**config.mk**
```make
export PLATFORM = sky130hd
export DESIGN_NAME = audio_gain_ramp_clip
export DESIGN_NICKNAME = d
export VERILOG_FILES = /design/src/gar_pkg.sv /design/src/gar_div.sv /design/src/gar_mul.sv /design/src/audio_gain_ramp_clip.sv
export SDC_FILE = /design/constraint.sdc
export NUM_CORES = 1
export LEC_CHECK = 0
export ABC_CLOCK_PERIOD_IN_PS = 7100
export BUFFER_PORTS_ARGS = -buffer_cell sky130_fd_sc_hd__buf_2
export CAP_MARGIN = 20
export CORE_ASPECT_RATIO = 0.9
export CORE_MARGIN = 2
export CORE_UTILIZATION = 60
export CTS_BUF_LIST = sky130_fd_sc_hd__clkbuf_4
export CTS_CLUSTER_DIAMETER = 150
export DETAILED_ROUTE_END_ITERATION = 16
export HOLD_SLACK_MARGIN = 0.1
export PLACE_DENSITY = 0.75
export SYNTH_ARGS = -nofsm -noshare
export SYNTH_HDL_FRONTEND = slang
export SYNTH_SLANG_ARGS = --single-unit
```
**constraint.sdc**
```tcl
create_clock -name clk -period 7.1 [get_ports clk]
set_input_delay 0.71 -clock clk [delete_from_list [all_inputs] [get_ports clk]]
set_output_delay 0.71 -clock clk [all_outputs]
set_load 0.03 [all_outputs]
```
**src/gar_pkg.sv**
```systemverilog
`default_nettype none

package gar_pkg;

  // Field and register widths
  localparam int GAIN_W     = 24;  // unsigned Q8.16 gains
  localparam int FRAC_W     = 16;  // Q8.16 -> Q8.32 shift
  localparam int RAMP_W     = 40;  // unsigned Q8.32 ramp gain
  localparam int STEP_W     = 41;  // signed Q8.32 ramp step
  localparam int LEN_W      = 16;  // frame length
  localparam int CC_W       = 3;   // channel count / channel index
  localparam int CFG_ADDR_W = 2;
  localparam int CFG_DATA_W = 24;

  // Configuration register indexes
  localparam logic [CFG_ADDR_W-1:0] REG_CHANNEL_COUNT = 2'd0;
  localparam logic [CFG_ADDR_W-1:0] REG_FRAME_LENGTH  = 2'd1;
  localparam logic [CFG_ADDR_W-1:0] REG_GAIN_CEIL     = 2'd2;

  // Register values after reset
  localparam logic [CC_W-1:0]   CHANNEL_COUNT_RST = 3'd2;
  localparam logic [LEN_W-1:0]  FRAME_LENGTH_RST  = 16'd1920;
  localparam logic [GAIN_W-1:0] GAIN_CEIL_RST     = 24'd655360;

  // Serial divider: one quotient bit per cycle over the Q8.32 dividend
  localparam int DIV_STEPS = RAMP_W;
  localparam int DIV_CNT_W = $clog2(DIV_STEPS + 1);

  // Serial multiplier accumulator and rounding
  localparam int ACC_W     = RAMP_W + 2;
  localparam int RND_SHIFT = 32;
  localparam logic signed [ACC_W-1:0] RND_HALF = 42'sh0_8000_0000;

  // Gain limits in Q8.32
  localparam logic [RAMP_W-1:0] UNITY_Q32 = 40'h01_0000_0000;
  localparam logic [RAMP_W-1:0] RAMP_MAX  = 40'hFF_FFFF_FFFF;

  // Request to the step divider
  typedef struct packed {
    logic               start;
    logic               neg;
    logic [RAMP_W-1:0]  dividend;
    logic [LEN_W-1:0]   divisor;
  } div_req_t;

endpackage

`default_nettype wire

```
**src/gar_div.sv**
```systemverilog
`default_nettype none

// Restoring divider, one quotient bit per cycle. Produces the signed ramp step.
module gar_div (
  input  logic                            clk,
  input  logic                            rst,
  input  gar_pkg::div_req_t               req,
  output logic                            busy,
  output logic signed [gar_pkg::STEP_W-1:0] step
);

  logic [gar_pkg::RAMP_W-1:0]    q;
  logic [gar_pkg::LEN_W-1:0]     r;
  logic [gar_pkg::LEN_W-1:0]     d;
  logic                          neg;
  logic [gar_pkg::DIV_CNT_W-1:0] cnt;

  logic [gar_pkg::LEN_W:0]       trial;
  logic                          fits;
  logic [gar_pkg::LEN_W-1:0]     r_next;
  logic [gar_pkg::RAMP_W-1:0]    q_next;
  logic [gar_pkg::STEP_W-1:0]    mag;

  // One shift-subtract step
  always_comb begin
    trial  = {r, q[gar_pkg::RAMP_W-1]};
    fits   = trial >= {1'b0, d};
    r_next = fits ? gar_pkg::LEN_W'(trial - {1'b0, d}) : trial[gar_pkg::LEN_W-1:0];
    q_next = {q[gar_pkg::RAMP_W-2:0], fits};
    mag    = {1'b0, q_next};
  end

  assign busy = cnt != '0;

  always_ff @(posedge clk) begin
    if (rst) begin
      cnt  <= '0;
      step <= '0;
    end else if (req.start) begin
      q   <= req.dividend;
      r   <= '0;
      d   <= req.divisor;
      neg <= req.neg;
      cnt <= gar_pkg::DIV_CNT_W'(gar_pkg::DIV_STEPS);
    end else if (busy) begin
      q   <= q_next;
      r   <= r_next;
      cnt <= cnt - 1'b1;
      // last bit: publish the truncated, signed step
      if (cnt == gar_pkg::DIV_CNT_W'(1)) begin
        step <= neg ? -$signed(mag) : $signed(mag);
      end
    end
  end

endmodule

`default_nettype wire

```
**src/gar_mul.sv**
```systemverilog
`default_nettype none

// Sample-serial multiplier: one sample bit per cycle, adds the gain and shifts right.
// The accumulator starts at one half so the result comes out rounded half up.
module gar_mul #(
  parameter int SAMPLE_BITS = 16
) (
  input  logic                        clk,
  input  logic                        rst,
  input  logic                        start,
  input  logic [SAMPLE_BITS-1:0]      sample,
  input  logic [gar_pkg::RAMP_W-1:0]  gain,
  output logic                        busy,
  output logic signed [gar_pkg::ACC_W-gar_pkg::RND_SHIFT+SAMPLE_BITS-1:0] value
);

  localparam int CNT_W = $clog2(SAMPLE_BITS + 1);

  logic signed [gar_pkg::ACC_W-1:0] acc;
  logic signed [gar_pkg::ACC_W-1:0] g_ext;
  logic signed [gar_pkg::ACC_W-1:0] addend;
  logic signed [gar_pkg::ACC_W-1:0] sum;
  logic [SAMPLE_BITS-1:0]           sh;
  logic [CNT_W-1:0]                 cnt;

  // Sign bit of the sample weighs negative
  always_comb begin
    g_ext = $signed({2'b00, gain});
    if (!sh[0]) begin
      addend = '0;
    end else if (cnt == CNT_W'(1)) begin
      addend = -g_ext;
    end else begin
      addend = g_ext;
    end
    sum = acc + addend;
  end

  assign busy  = cnt != '0;
  assign value = acc[gar_pkg::ACC_W-1:gar_pkg::RND_SHIFT-SAMPLE_BITS];

  always_ff @(posedge clk) begin
    if (rst) begin
      cnt <= '0;
    end else if (start) begin
      acc <= gar_pkg::RND_HALF;
      sh  <= sample;
      cnt <= CNT_W'(SAMPLE_BITS);
    end else if (busy) begin
      acc <= sum >>> 1;
      sh  <= sh >> 1;
      cnt <= cnt - 1'b1;
    end
  end

endmodule

`default_nettype wire

```
**src/audio_gain_ramp_clip.sv**
```systemverilog
// Audio gain stage with a linear per-frame gain ramp and clipping.
// Input stream s_*: one interleaved sample per word; tuser flags the first word
// of a frame and whether that frame follows the previous one. The frame's target
// gain rides in tdata and is read only on the first word of a frame.
// Output stream m_*: one gained sample per input word, tuser carries the clip flag.
// Config port: cfg_we/cfg_addr/cfg_wdata, to be written only while no word is in
// flight; the user keeps to this, and the block itself has no check for it.
// Flow: a word runs through the bit-serial multiplier; a frame's first word also
// runs the bit-serial step divider in parallel and finishes once both are done.
// s_tready rises at the edge that loads the result, so a new word is accepted
// only once the word before it has finished.
// Stall: the result sits in the output register; the next word is accepted and
// processed meanwhile, and it finishes only once the output register is free.
// Reset: registers return to their defaults, no gain is stored and the ramp is
// zero, so words before the first frame start come out as zero.
`default_nettype none

module audio_gain_ramp_clip #(
  parameter int SAMPLE_BITS   = 16,
  parameter int CHANNEL_LIMIT = 6
) (
  input  logic clk,
  input  logic rst,
  // config write port
  input  logic                             cfg_we,
  input  logic [gar_pkg::CFG_ADDR_W-1:0]   cfg_addr,
  input  logic [gar_pkg::CFG_DATA_W-1:0]   cfg_wdata,
  // input stream
  input  logic s_tvalid,
  output logic s_tready,
  // sample_in, frame_gain, zero pad
  input  logic [((SAMPLE_BITS+gar_pkg::GAIN_W+7)/8)*8-1:0] s_tdata,
  // frame_start, follows_previous
  input  logic [1:0] s_tuser,
  // output stream
  output logic m_tvalid,
  input  logic m_tready,
  // sample_out, zero pad
  output logic [((SAMPLE_BITS+7)/8)*8-1:0] m_tdata,
  // clipped
  output logic m_tuser
);

  localparam int OUT_W = ((SAMPLE_BITS + 7) / 8) * 8;
  localparam int VAL_W = gar_pkg::ACC_W - gar_pkg::RND_SHIFT + SAMPLE_BITS;
  localparam logic signed [VAL_W-1:0] SMAX =
    $signed({{(VAL_W-SAMPLE_BITS+1){1'b0}}, {(SAMPLE_BITS-1){1'b1}}});
  localparam logic signed [VAL_W-1:0] SMIN = ~SMAX;
  localparam logic [gar_pkg::CC_W:0] MAX_CH = (gar_pkg::CC_W+1)'(CHANNEL_LIMIT);

  localparam logic ST_IDLE = 1'b0;
  localparam logic ST_RUN  = 1'b1;

  // config registers
  logic [gar_pkg::CC_W-1:0]   channel_count;
  logic [gar_pkg::LEN_W-1:0]  frame_length;
  logic [gar_pkg::GAIN_W-1:0] gain_ceil;

  // ramp state
  logic [gar_pkg::GAIN_W-1:0] stored_gain;
  logic                       stored_gain_valid;
  logic [gar_pkg::RAMP_W-1:0] ramp_gain;
  logic [gar_pkg::CC_W-1:0]   chan_idx;
  logic                       state;

  logic [SAMPLE_BITS-1:0]     out_sample;

  // input fields
  logic [SAMPLE_BITS-1:0]     sample_in;
  logic [gar_pkg::GAIN_W-1:0] frame_gain;
  logic                       frame_start;
  logic                       follows_previous;
  logic                       accept;

  // frame start setup
  logic [gar_pkg::GAIN_W-1:0] target;
  logic [gar_pkg::GAIN_W-1:0] prev;
  logic                       down;
  logic [gar_pkg::GAIN_W-1:0] mag;
  gar_pkg::div_req_t          div_req;

  // serial units
  logic                                div_busy;
  logic signed [gar_pkg::STEP_W-1:0]   ramp_step;
  logic                                mul_busy;
  logic signed [VAL_W-1:0]             value;

  // finish
  logic                          finish;
  logic                          above_unity;
  logic                          over;
  logic                          under;
  logic [SAMPLE_BITS-1:0]        sample_next;
  logic signed [gar_pkg::ACC_W-1:0] ramp_sum;
  logic [gar_pkg::RAMP_W-1:0]    ramp_next;
  logic [gar_pkg::CC_W:0]        chans;
  logic [gar_pkg::CC_W-1:0]      idx_inc;
  logic                          group_end;

  assign sample_in        = s_tdata[SAMPLE_BITS-1:0];
  assign frame_gain       = s_tdata[SAMPLE_BITS+gar_pkg::GAIN_W-1:SAMPLE_BITS];
  assign frame_start      = s_tuser[0];
  assign follows_previous = s_tuser[1];

  assign s_tready = state == ST_IDLE;
  assign accept   = s_tvalid && s_tready;
  assign m_tdata  = OUT_W'(out_sample);

  // Target capping and ramp start point
  always_comb begin
    target = (gain_ceil != '0 && frame_gain > gain_ceil) ? gain_ceil : frame_gain;
    prev   = (!stored_gain_valid || !follows_previous) ? target : stored_gain;
    down   = target < prev;
    mag    = down ? prev - target : target - prev;
    div_req.start    = accept && frame_start;
    div_req.neg      = down;
    div_req.dividend = {mag, {gar_pkg::FRAC_W{1'b0}}};
    div_req.divisor  = (frame_length == '0) ? gar_pkg::LEN_W'(1) : frame_length;
  end

  gar_div u_div (
    .clk  (clk),
    .rst  (rst),
    .req  (div_req),
    .busy (div_busy),
    .step (ramp_step)
  );

  gar_mul #(
    .SAMPLE_BITS (SAMPLE_BITS)
  ) u_mul (
    .clk    (clk),
    .rst    (rst),
    .start  (accept),
    .sample (sample_in),
    .gain   (ramp_gain),
    .busy   (mul_busy),
    .value  (value)
  );

  // Saturation, ramp advance and channel group tracking
  always_comb begin
    finish      = (state == ST_RUN) && !mul_busy && !div_busy && (!m_tvalid || m_tready);
    above_unity = ramp_gain > gar_pkg::UNITY_Q32;
    over        = above_unity && (value > SMAX);
    under       = above_unity && (value < SMIN);
    priority if (over) begin
      sample_next = SMAX[SAMPLE_BITS-1:0];
    end else if (under) begin
      sample_next = SMIN[SAMPLE_BITS-1:0];
    end else begin
      sample_next = value[SAMPLE_BITS-1:0];
    end

    ramp_sum = $signed({2'b00, ramp_gain}) + $signed({ramp_step[gar_pkg::STEP_W-1], ramp_step});
    priority if (ramp_sum[gar_pkg::ACC_W-1]) begin
      ramp_next = '0;
    end else if (ramp_sum[gar_pkg::ACC_W-2]) begin
      ramp_next = gar_pkg::RAMP_MAX;
    end else begin
      ramp_next = ramp_sum[gar_pkg::RAMP_W-1:0];
    end

    chans = (channel_count == '0) ? (gar_pkg::CC_W+1)'(1) : {1'b0, channel_count};
    if (chans > MAX_CH) begin
      chans = MAX_CH;
    end
    idx_inc   = chan_idx + 1'b1;
    group_end = {1'b0, idx_inc} >= chans;
  end

  // Config writes
  always_ff @(posedge clk) begin
    if (rst) begin
      channel_count <= gar_pkg::CHANNEL_COUNT_RST;
      frame_length  <= gar_pkg::FRAME_LENGTH_RST;
      gain_ceil     <= gar_pkg::GAIN_CEIL_RST;
    end else if (cfg_we) begin
      unique case (cfg_addr)
        gar_pkg::REG_CHANNEL_COUNT: channel_count <= cfg_wdata[gar_pkg::CC_W-1:0];
        gar_pkg::REG_FRAME_LENGTH:  frame_length  <= cfg_wdata[gar_pkg::LEN_W-1:0];
        gar_pkg::REG_GAIN_CEIL:     gain_ceil     <= cfg_wdata[gar_pkg::GAIN_W-1:0];
        default: ;
      endcase
    end
  end

  // Control and ramp state
  always_ff @(posedge clk) begin
    if (rst) begin
      state             <= ST_IDLE;
      stored_gain       <= '0;
      stored_gain_valid <= 1'b0;
      ramp_gain         <= '0;
      chan_idx          <= '0;
      m_tvalid          <= 1'b0;
    end else begin
      // output valid: set by a finishing word, cleared once taken
      if (finish) begin
        m_tvalid <= 1'b1;
      end else if (m_tvalid && m_tready) begin
        m_tvalid <= 1'b0;
      end
      if (accept) begin
        state <= ST_RUN;
        if (frame_start) begin
          ramp_gain         <= {prev, {gar_pkg::FRAC_W{1'b0}}};
          stored_gain       <= target;
          stored_gain_valid <= 1'b1;
          chan_idx          <= '0;
        end
      end else if (finish) begin
        state <= ST_IDLE;
        if (group_end) begin
          chan_idx  <= '0;
          ramp_gain <= ramp_next;
        end else begin
          chan_idx <= idx_inc;
        end
      end
    end
  end

  // Output word
  always_ff @(posedge clk) begin
    if (finish) begin
      out_sample <= sample_next;
      m_tuser    <= over || under;
    end
  end

  // A word in flight blocks the input until it finishes
  a_busy_after_accept: assert property (@(posedge clk) disable iff (rst)
    accept |=> !s_tready)
    else $error("input ready right after accepting a word");

  // The ramp gain only moves at frame start or at the end of a word
  a_ramp_hold: assert property (@(posedge clk) disable iff (rst)
    (state == ST_RUN && !finish) |=> $stable(ramp_gain))
    else $error("ramp gain changed mid-word");

  // Once a gain is stored it stays stored
  a_gain_kept: assert property (@(posedge clk) disable iff (rst)
    !$fell(stored_gain_valid))
    else $error("stored gain lost");

  // The divider runs only for frame-start words
  a_div_frame_only: assert property (@(posedge clk) disable iff (rst)
    (accept && !frame_start) |=> !div_busy)
    else $error("divider busy on a word inside a frame");

endmodule

`default_nettype wire

```
==> metrics.txt, run 1 <==
Reg2Reg Launch Point u_div.r[0]; Detailed Route Iter0 Violations roughly 1800; detailed placer's ending HPWL approximately 45000 um; synthesized area per cell 8.28 um^2; worst r2r dst u_div.step[38]; # setup viols final 0; CP Capture Type register; global-route usage over all layers around 30%; max-cap viol count 0; design area 24400 um^2; number of global-route vias before repair around 19000; Starting Density between 60% and 70%; RSZ-0062 raised after global routing false; fin crit period about 6.6 ns; clk sinks approximately 310; Total Wirelength ~60000 um; Least-Margin Pin Slew approximately 1.0 ns; CTS buffer count 85; largest family of logic cells by synthesized area compound AO/OA/AOI/OAI gates; EDFF count, synth about 150; synthesis-to-finish area growth 9.14%; class of the worst hold path in2reg; DRT Pass-1 Iters 6; maximum vdd ir drop 0.000187 V; Rows 67; Post-Synth Adder-Cell Area about a tenth; Final nets roughly 3000; hold path startpoint cfg_wdata[23]; Worst Hold Path Cells 3; via count around 20000; setup tns final 0 ns; Reg2Reg Depth 23; routability cong. about 0.97; most frequent cells in the layout nand2_1 (318), nor2_1 (262), a21oi_1 (251); CTS tree yes; pwr/cell area approximately 330 nW/um^2; post-place instance area ~23000 um^2; Die W approximately 210 um; Final Hold Viols 0; slew margin rel. a little under a third; IO Pins 92; drc violations 0; critical path class reg2reg; average routed wire per standard cell ~18 um; final period utilization between 90% and 100%; Die ar. just under 40000 um^2; XOR/XNOR Fraction of Synth Area between 6 and 7%; WHS ~0.15 ns; Max clock buf depth 3; f_max between 150 and 200 MHz; fin util roughly two thirds; Compound-Gate Fraction of Synth Area between 20% and 30%; sequential element share of the synthesized area between 30% and 40%; leakage between 10 and 15 nW; Mapped Area between 20000 and 25000 um^2; ys async rst share 0%; CP Launch Type register; initial antenna violation count 2; Clock Skews just under 0.08 ns; Slew Limit Fails 0; Synth Warn # 0; status finished clean; worst-path maximum fanout 17; simple-gate share of the synthesized area between 20% and 30%; syn nets about 2900; die height between 150 and 200 um; Reg clk slew, reported paths around 0.06 ns; Cell variety after synth 94; largest net degree at the start of global routing 83; root buffer cell clkbuf_4; vias per std cell 6.05; Core Area approximately 37000 um^2; CP required a little under 8 ns; Hold EP gain_ceil[23]; grt ovf 0; first-pass GRT wire length between 90000 and 100000 um; Final ANT Viol Nets 0; IO buf count just over 90; Syn Inst Count 2704; worst skew pair latency about 0.84 ns; setup slack, reg-to-reg between 0.4 and 0.5 ns; post-synthesis mux area share roughly 1.1%; Critical Path AT between 7 and 8 ns; predominant post-synthesis flop cell dfxtp_1; Pwr Total 7.98 mW; CTS H-tree depth 3; Yosys reg bits ~310; commonest non-fill, non-tap cell in the layout nand2_1; share of cells above drive strength 1 around 11%
==> power by group <==
group / internal (mW) / switching, mW
logic: 1.37 / 2.12
clock network: 0.820 / 0.804
registers: 2.50 / 0.375
==> what timing repair did <==
action                                  in CTS  in global routing
hold buffers                                11                  3
resized for setup                            0                  2
setup buffers                                0                  0
endpoints found under the hold margin       11                  3
endpoints found under the setup margin       0                  2
==> registers in the layout (all words and copies together) (netlist names), 3 cells and up <==
name / flops
u_mul.cnt: 5
stored_gain: 24
frame_length: 16
u_div.cnt: 6
gain_ceil: 24
u_mul.acc: 41
m_tdata: 16
u_mul.sh: 16
u_div.r: 16
u_div.q: 40
ramp_gain: 40
channel_count: 3
u_div.d: 16
chan_idx: 3
u_div.step: 41
==> final cells by class <==
cell class / instances / area [um^2]
clock inverters: 25 / 120
repair buffers: 144 / 891
diodes: 3 / 7.51
flip-flops and latches: 312 / 7720
clock buffers: 127 / 953
inverters: 135 / 512
well taps: 483 / 604
multi-input cells: 2117 / 13600
fillers: 3232 / 12600
==> synth_stat cells, types with 6 or more instances <==
| cell type | number | area [um^2] |
|---|---|---|
| nor4_1 | 34 | 213 |
| nand2_1 | 320 | 1200 |
| o21ai_1 | 6 | 30.0 |
| and3_1 | 31 | 194 |
| nand4_1 | 14 | 87.6 |
| ha_1 | 166 | 2080 |
| mux2_2 | 7 | 78.8 |
| nand3b_1 | 6 | 45.0 |
| nor2_1 | 262 | 983 |
| or3_1 | 20 | 125 |
| or2_2 | 7 | 43.8 |
| edfxtp_1 | 147 | 4410 |
| o211ai_1 | 21 | 158 |
| a21o_1 | 82 | 616 |
| o41ai_1 | 9 | 78.8 |
| xor2_1 | 71 | 622 |
| a311oi_1 | 6 | 52.6 |
| clkbuf_1 | 117 | 439 |
| buf_1 | 12 | 45.0 |
| o21ai_0 | 126 | 631 |
| inv_1 | 133 | 499 |
| o22ai_1 | 13 | 81.3 |
| nand3_1 | 43 | 215 |
| a31o_2 | 7 | 61.3 |
| o31ai_1 | 14 | 105 |
| a31oi_1 | 21 | 131 |
| nand2b_1 | 29 | 181 |
| o21bai_1 | 22 | 165 |
| o21a_1 | 18 | 135 |
| mux2i_1 | 16 | 160 |
| xnor2_1 | 101 | 885 |
| and2_1 | 60 | 375 |
| nor2b_1 | 28 | 175 |
| a211oi_1 | 92 | 691 |
| a21oi_1 | 253 | 1270 |
| nor3_1 | 72 | 360 |
| a21boi_0 | 15 | 113 |
| or4_1 | 13 | 97.6 |
| dfxtp_1 | 165 | 3300 |
| a221oi_1 | 8 | 70.1 |
==> worst max-delay path by stage <==
stage                start             end  slack [ns]  depth (start not counted)
2_1_floorplan  s_tdata[38]     u_div.q[24]        0.91                         25
3_3_place_gp    u_div.d[1]  u_div.step[38]        0.43                         24
3_5_place_dp    u_div.d[1]  u_div.step[38]        0.24                         24
4_1_cts         u_div.d[1]  u_div.step[38]        0.23                         24
5_1_grt         u_div.d[1]  u_div.step[38]        0.03                         24
6_report        u_div.r[0]  u_div.step[38]        0.47                         23
==> cells by family (layout without fill, tap and decap cells) <==
group,after synthesis,after routing
AOI/OAI and AO/OA,788,788
xor gates and xnor gates,172,172
adders and majority gates,172,172
buffers and inverters,275,431
DFF,312,312
muxes,23,23
other,0,3
and+or+nand+nor,962,962
==> critical path, cell delays in order (launching register included) <==
cell,delay [ns]
edfxtp_1,0.44
ha_1,0.34
nor2b_1,0.14
o21ai_0,0.22
a21oi_1,0.14
o21ai_0,0.27
a21oi_1,0.14
o21ai_0,0.23
a21oi_1,0.14
o21ai_1,0.27
a311oi_1,0.30
or2_4,0.43
inv_1,0.10
ha_1,0.17
nand2_1,0.09
or4_1,0.43
or4_1,0.51
or4_1,0.52
or4_1,0.50
nor4_1,0.36
nand2_1,0.16
o41ai_1,0.32
xor2_1,0.12
a211oi_1,0.23
==> per-stage QoR <==
step,setup WS (ns),cells
after detailed placement,0.241,3176
after global routing,0.0339,3346
after floorplan,0.910,2704
final,0.468,3346
after CTS,0.227,3339
after global placement,0.432,3176
==> routing by layer <==
metal	global-route usage, %	share of wire, %	vias to the layer above
met2	48.3	45	699
met5	0	0	-
li1	-	-	9961
met4	9.96	2.6	0
met1	41.2	45	9461
met3	6.80	7.5	113
Power figures use the tool's default switching activity.
==> run 2: changes to the inputs <==
- CORE_UTILIZATION: 60 -> 65
- PLACE_DENSITY: 0.75 -> 0.8
==> metrics.txt, run 2 (synthesis gave the netlist of run 1 again) <==
fin crit period around 6.7 ns; Final Hold Viols 0; worst skew pair latency 0.75 ns; CTS tree yes; most frequent cells in the layout nand2_1 (318), nor2_1 (262), a21oi_1 (251); first-pass GRT wire length 94600 um; CTS buffer count between 80 and 90; IO buf count between 90 and 100; Hold Buf Count CTS 0; leakage 10.6 nW; Detailed Route Iter0 Violations approximately 1900; routability cong. about 1; Die W roughly 200 um; status finished clean; root buffer cell clkbuf_4; Core Area 34000 um^2; via count between 20000 and 25000; f_max ~150 MHz; Largest regs u_div.step (41), u_mul.acc (41); design area around 24000 um^2; Clock Skews between 0.06 and 0.07 ns; Inst Count DP ~3200; critical path class reg2reg; share of cells above drive strength 1 11.2%; die height ~180 um; sequential cell area about 7700 um^2; fin util 71.6%; max-cap viol count 0; Max clock buf depth 3; pwr/cell area ~330 nW/um^2; CP required around 7.7 ns; Final nets 3021; post-CTS setup buffers 0; Starting Density between 60% and 70%; slew margin rel. between 30 and 40%; final period utilization between 90% and 100%; multi-input logic area ~14000 um^2; Finished Layout Cells 3308; RSZ-0062 raised after global routing false; class of the worst hold path in2reg; IO Pins 92; Rows 64; post-place instance area ~23000 um^2; CP Launch Type register; grt ovf 0; maximum vdd ir drop approximately 0.0002 V; Total Wirelength between 50000 and 60000 um; fill count roughly 2700; clk sinks around 310; setup tns final 0 ns; largest net degree at the start of global routing between 90 and 100; # setup viols final 0; drc violations 0; initial antenna violation count 1; Slew Limit Fails 0; CP Capture Type register; worst-path maximum fanout 17; DRT Pass-1 Iters 7; vias per std cell slightly above 6; average routed wire per standard cell between 15 and 20 um; Die ar. 36000 um^2; synthesis-to-finish area growth 8.51%; number of global-route vias before repair between 15000 and 20000; global-route usage over all layers 32.5%; Pwr Total 8.00 mW; detailed placer's ending HPWL approximately 44000 um; Least-Margin Pin Slew 1.05 ns; Reg clk slew, reported paths around 0.07 ns; Final ANT Viol Nets 0; CTS H-tree depth 3; Critical Path AT 7.24 ns; commonest non-fill, non-tap cell in the layout nand2_1
## run 2: cell types whose count changed in the layout (fill, tap and decap cells not counted), moves of 2 or more
cell / delta
buf_4: -4
bufinv_16: +2
clkinv_1: +2
clkinv_2: +2
clkinvlp_4: -4
diode_2: -2
dlygate4sd3_1: -14
## run 2: metrics by stage
| stage | setup slack (ns) | hold WS (ns) |
|---|---|---|
| finish | 0.418 | 0.196 |
| global route | 0.0447 | 0.176 |
| CTS | 0.208 | 0.152 |
| detailed placement | 0.258 | 0.443 |
| global placement | 0.382 | 0.445 |
| floorplan | 0.910 | 0.436 |
## run 2: area by class of cell
| type | count | share of cell area, % |
|---|---|---|
| Multi-Input combinational cell | 2117 | 56.1 |
| Timing Repair Buffer | 127 | 3.05 |
| Inverter | 135 | 2.11 |
| Clock inverter | 28 | 0.705 |
| Tap cell | 462 | 2.38 |
| Clock buffer | 126 | 3.89 |
| Sequential cell | 312 | 31.7 |
| Antenna cell | 1 | 0.0103 |
## run 2: path summary, 6_finish.rpt
path | start | to | slack [ns] | cells after the start
max reg2reg | u_div.d[1] | u_div.step[38] | 0.42 | 24
min reg2reg | frame_length[2] | u_div.d[2] | 0.45 | 0
max | u_div.d[1] | u_div.step[38] | 0.42 | 24
min | cfg_wdata[17] | gain_ceil[17] | 0.20 | 3
## run 2: worst max-delay path, stage by stage, from the launching register on
cell and delay [ns]:
edfxtp_1 0.38, inv_1 0.06, ha_1 0.31, nor2b_1 0.14, o21ai_0 0.23, a21oi_1 0.12, o21ai_0 0.29, a21oi_1 0.14
o21ai_0 0.21, a21oi_1 0.12, o21ai_1 0.26, a311oi_1 0.31, or2_2 0.55, inv_1 0.14, ha_1 0.17, nand2_1 0.08
or4_1 0.43, or4_1 0.51, or4_1 0.54, or4_1 0.50, nor4_2 0.26, nand2_1 0.15, o41ai_1 0.31, xor2_1 0.21
a211oi_1 0.09
## run 2: per-layer routing
metal	up-vias	track usage, %	wire (um)
met4	0	10.2	1470
met3	131	7.07	4920
met2	840	51.8	26500
li1	9963	-	-
met5	-	0	0
met1	9481	44.0	26100
## run 2: power breakdown
group | switching, mW | total, mW | internal, mW | leakage [nW]
Sequential | 0.366 | 2.86 | 2.50 | 2.75
Combinational | 2.12 | 3.47 | 1.36 | 7.16
Clock | 0.771 | 1.66 | 0.888 | 0.667
Total | 3.25 | 8.00 | 4.74 | 10.6
## run 2: what timing repair did
item                                    CTS  global route
endpoints found under the setup margin    0             2
hold endpoints to repair                  0             0
resized for setup                         0             2
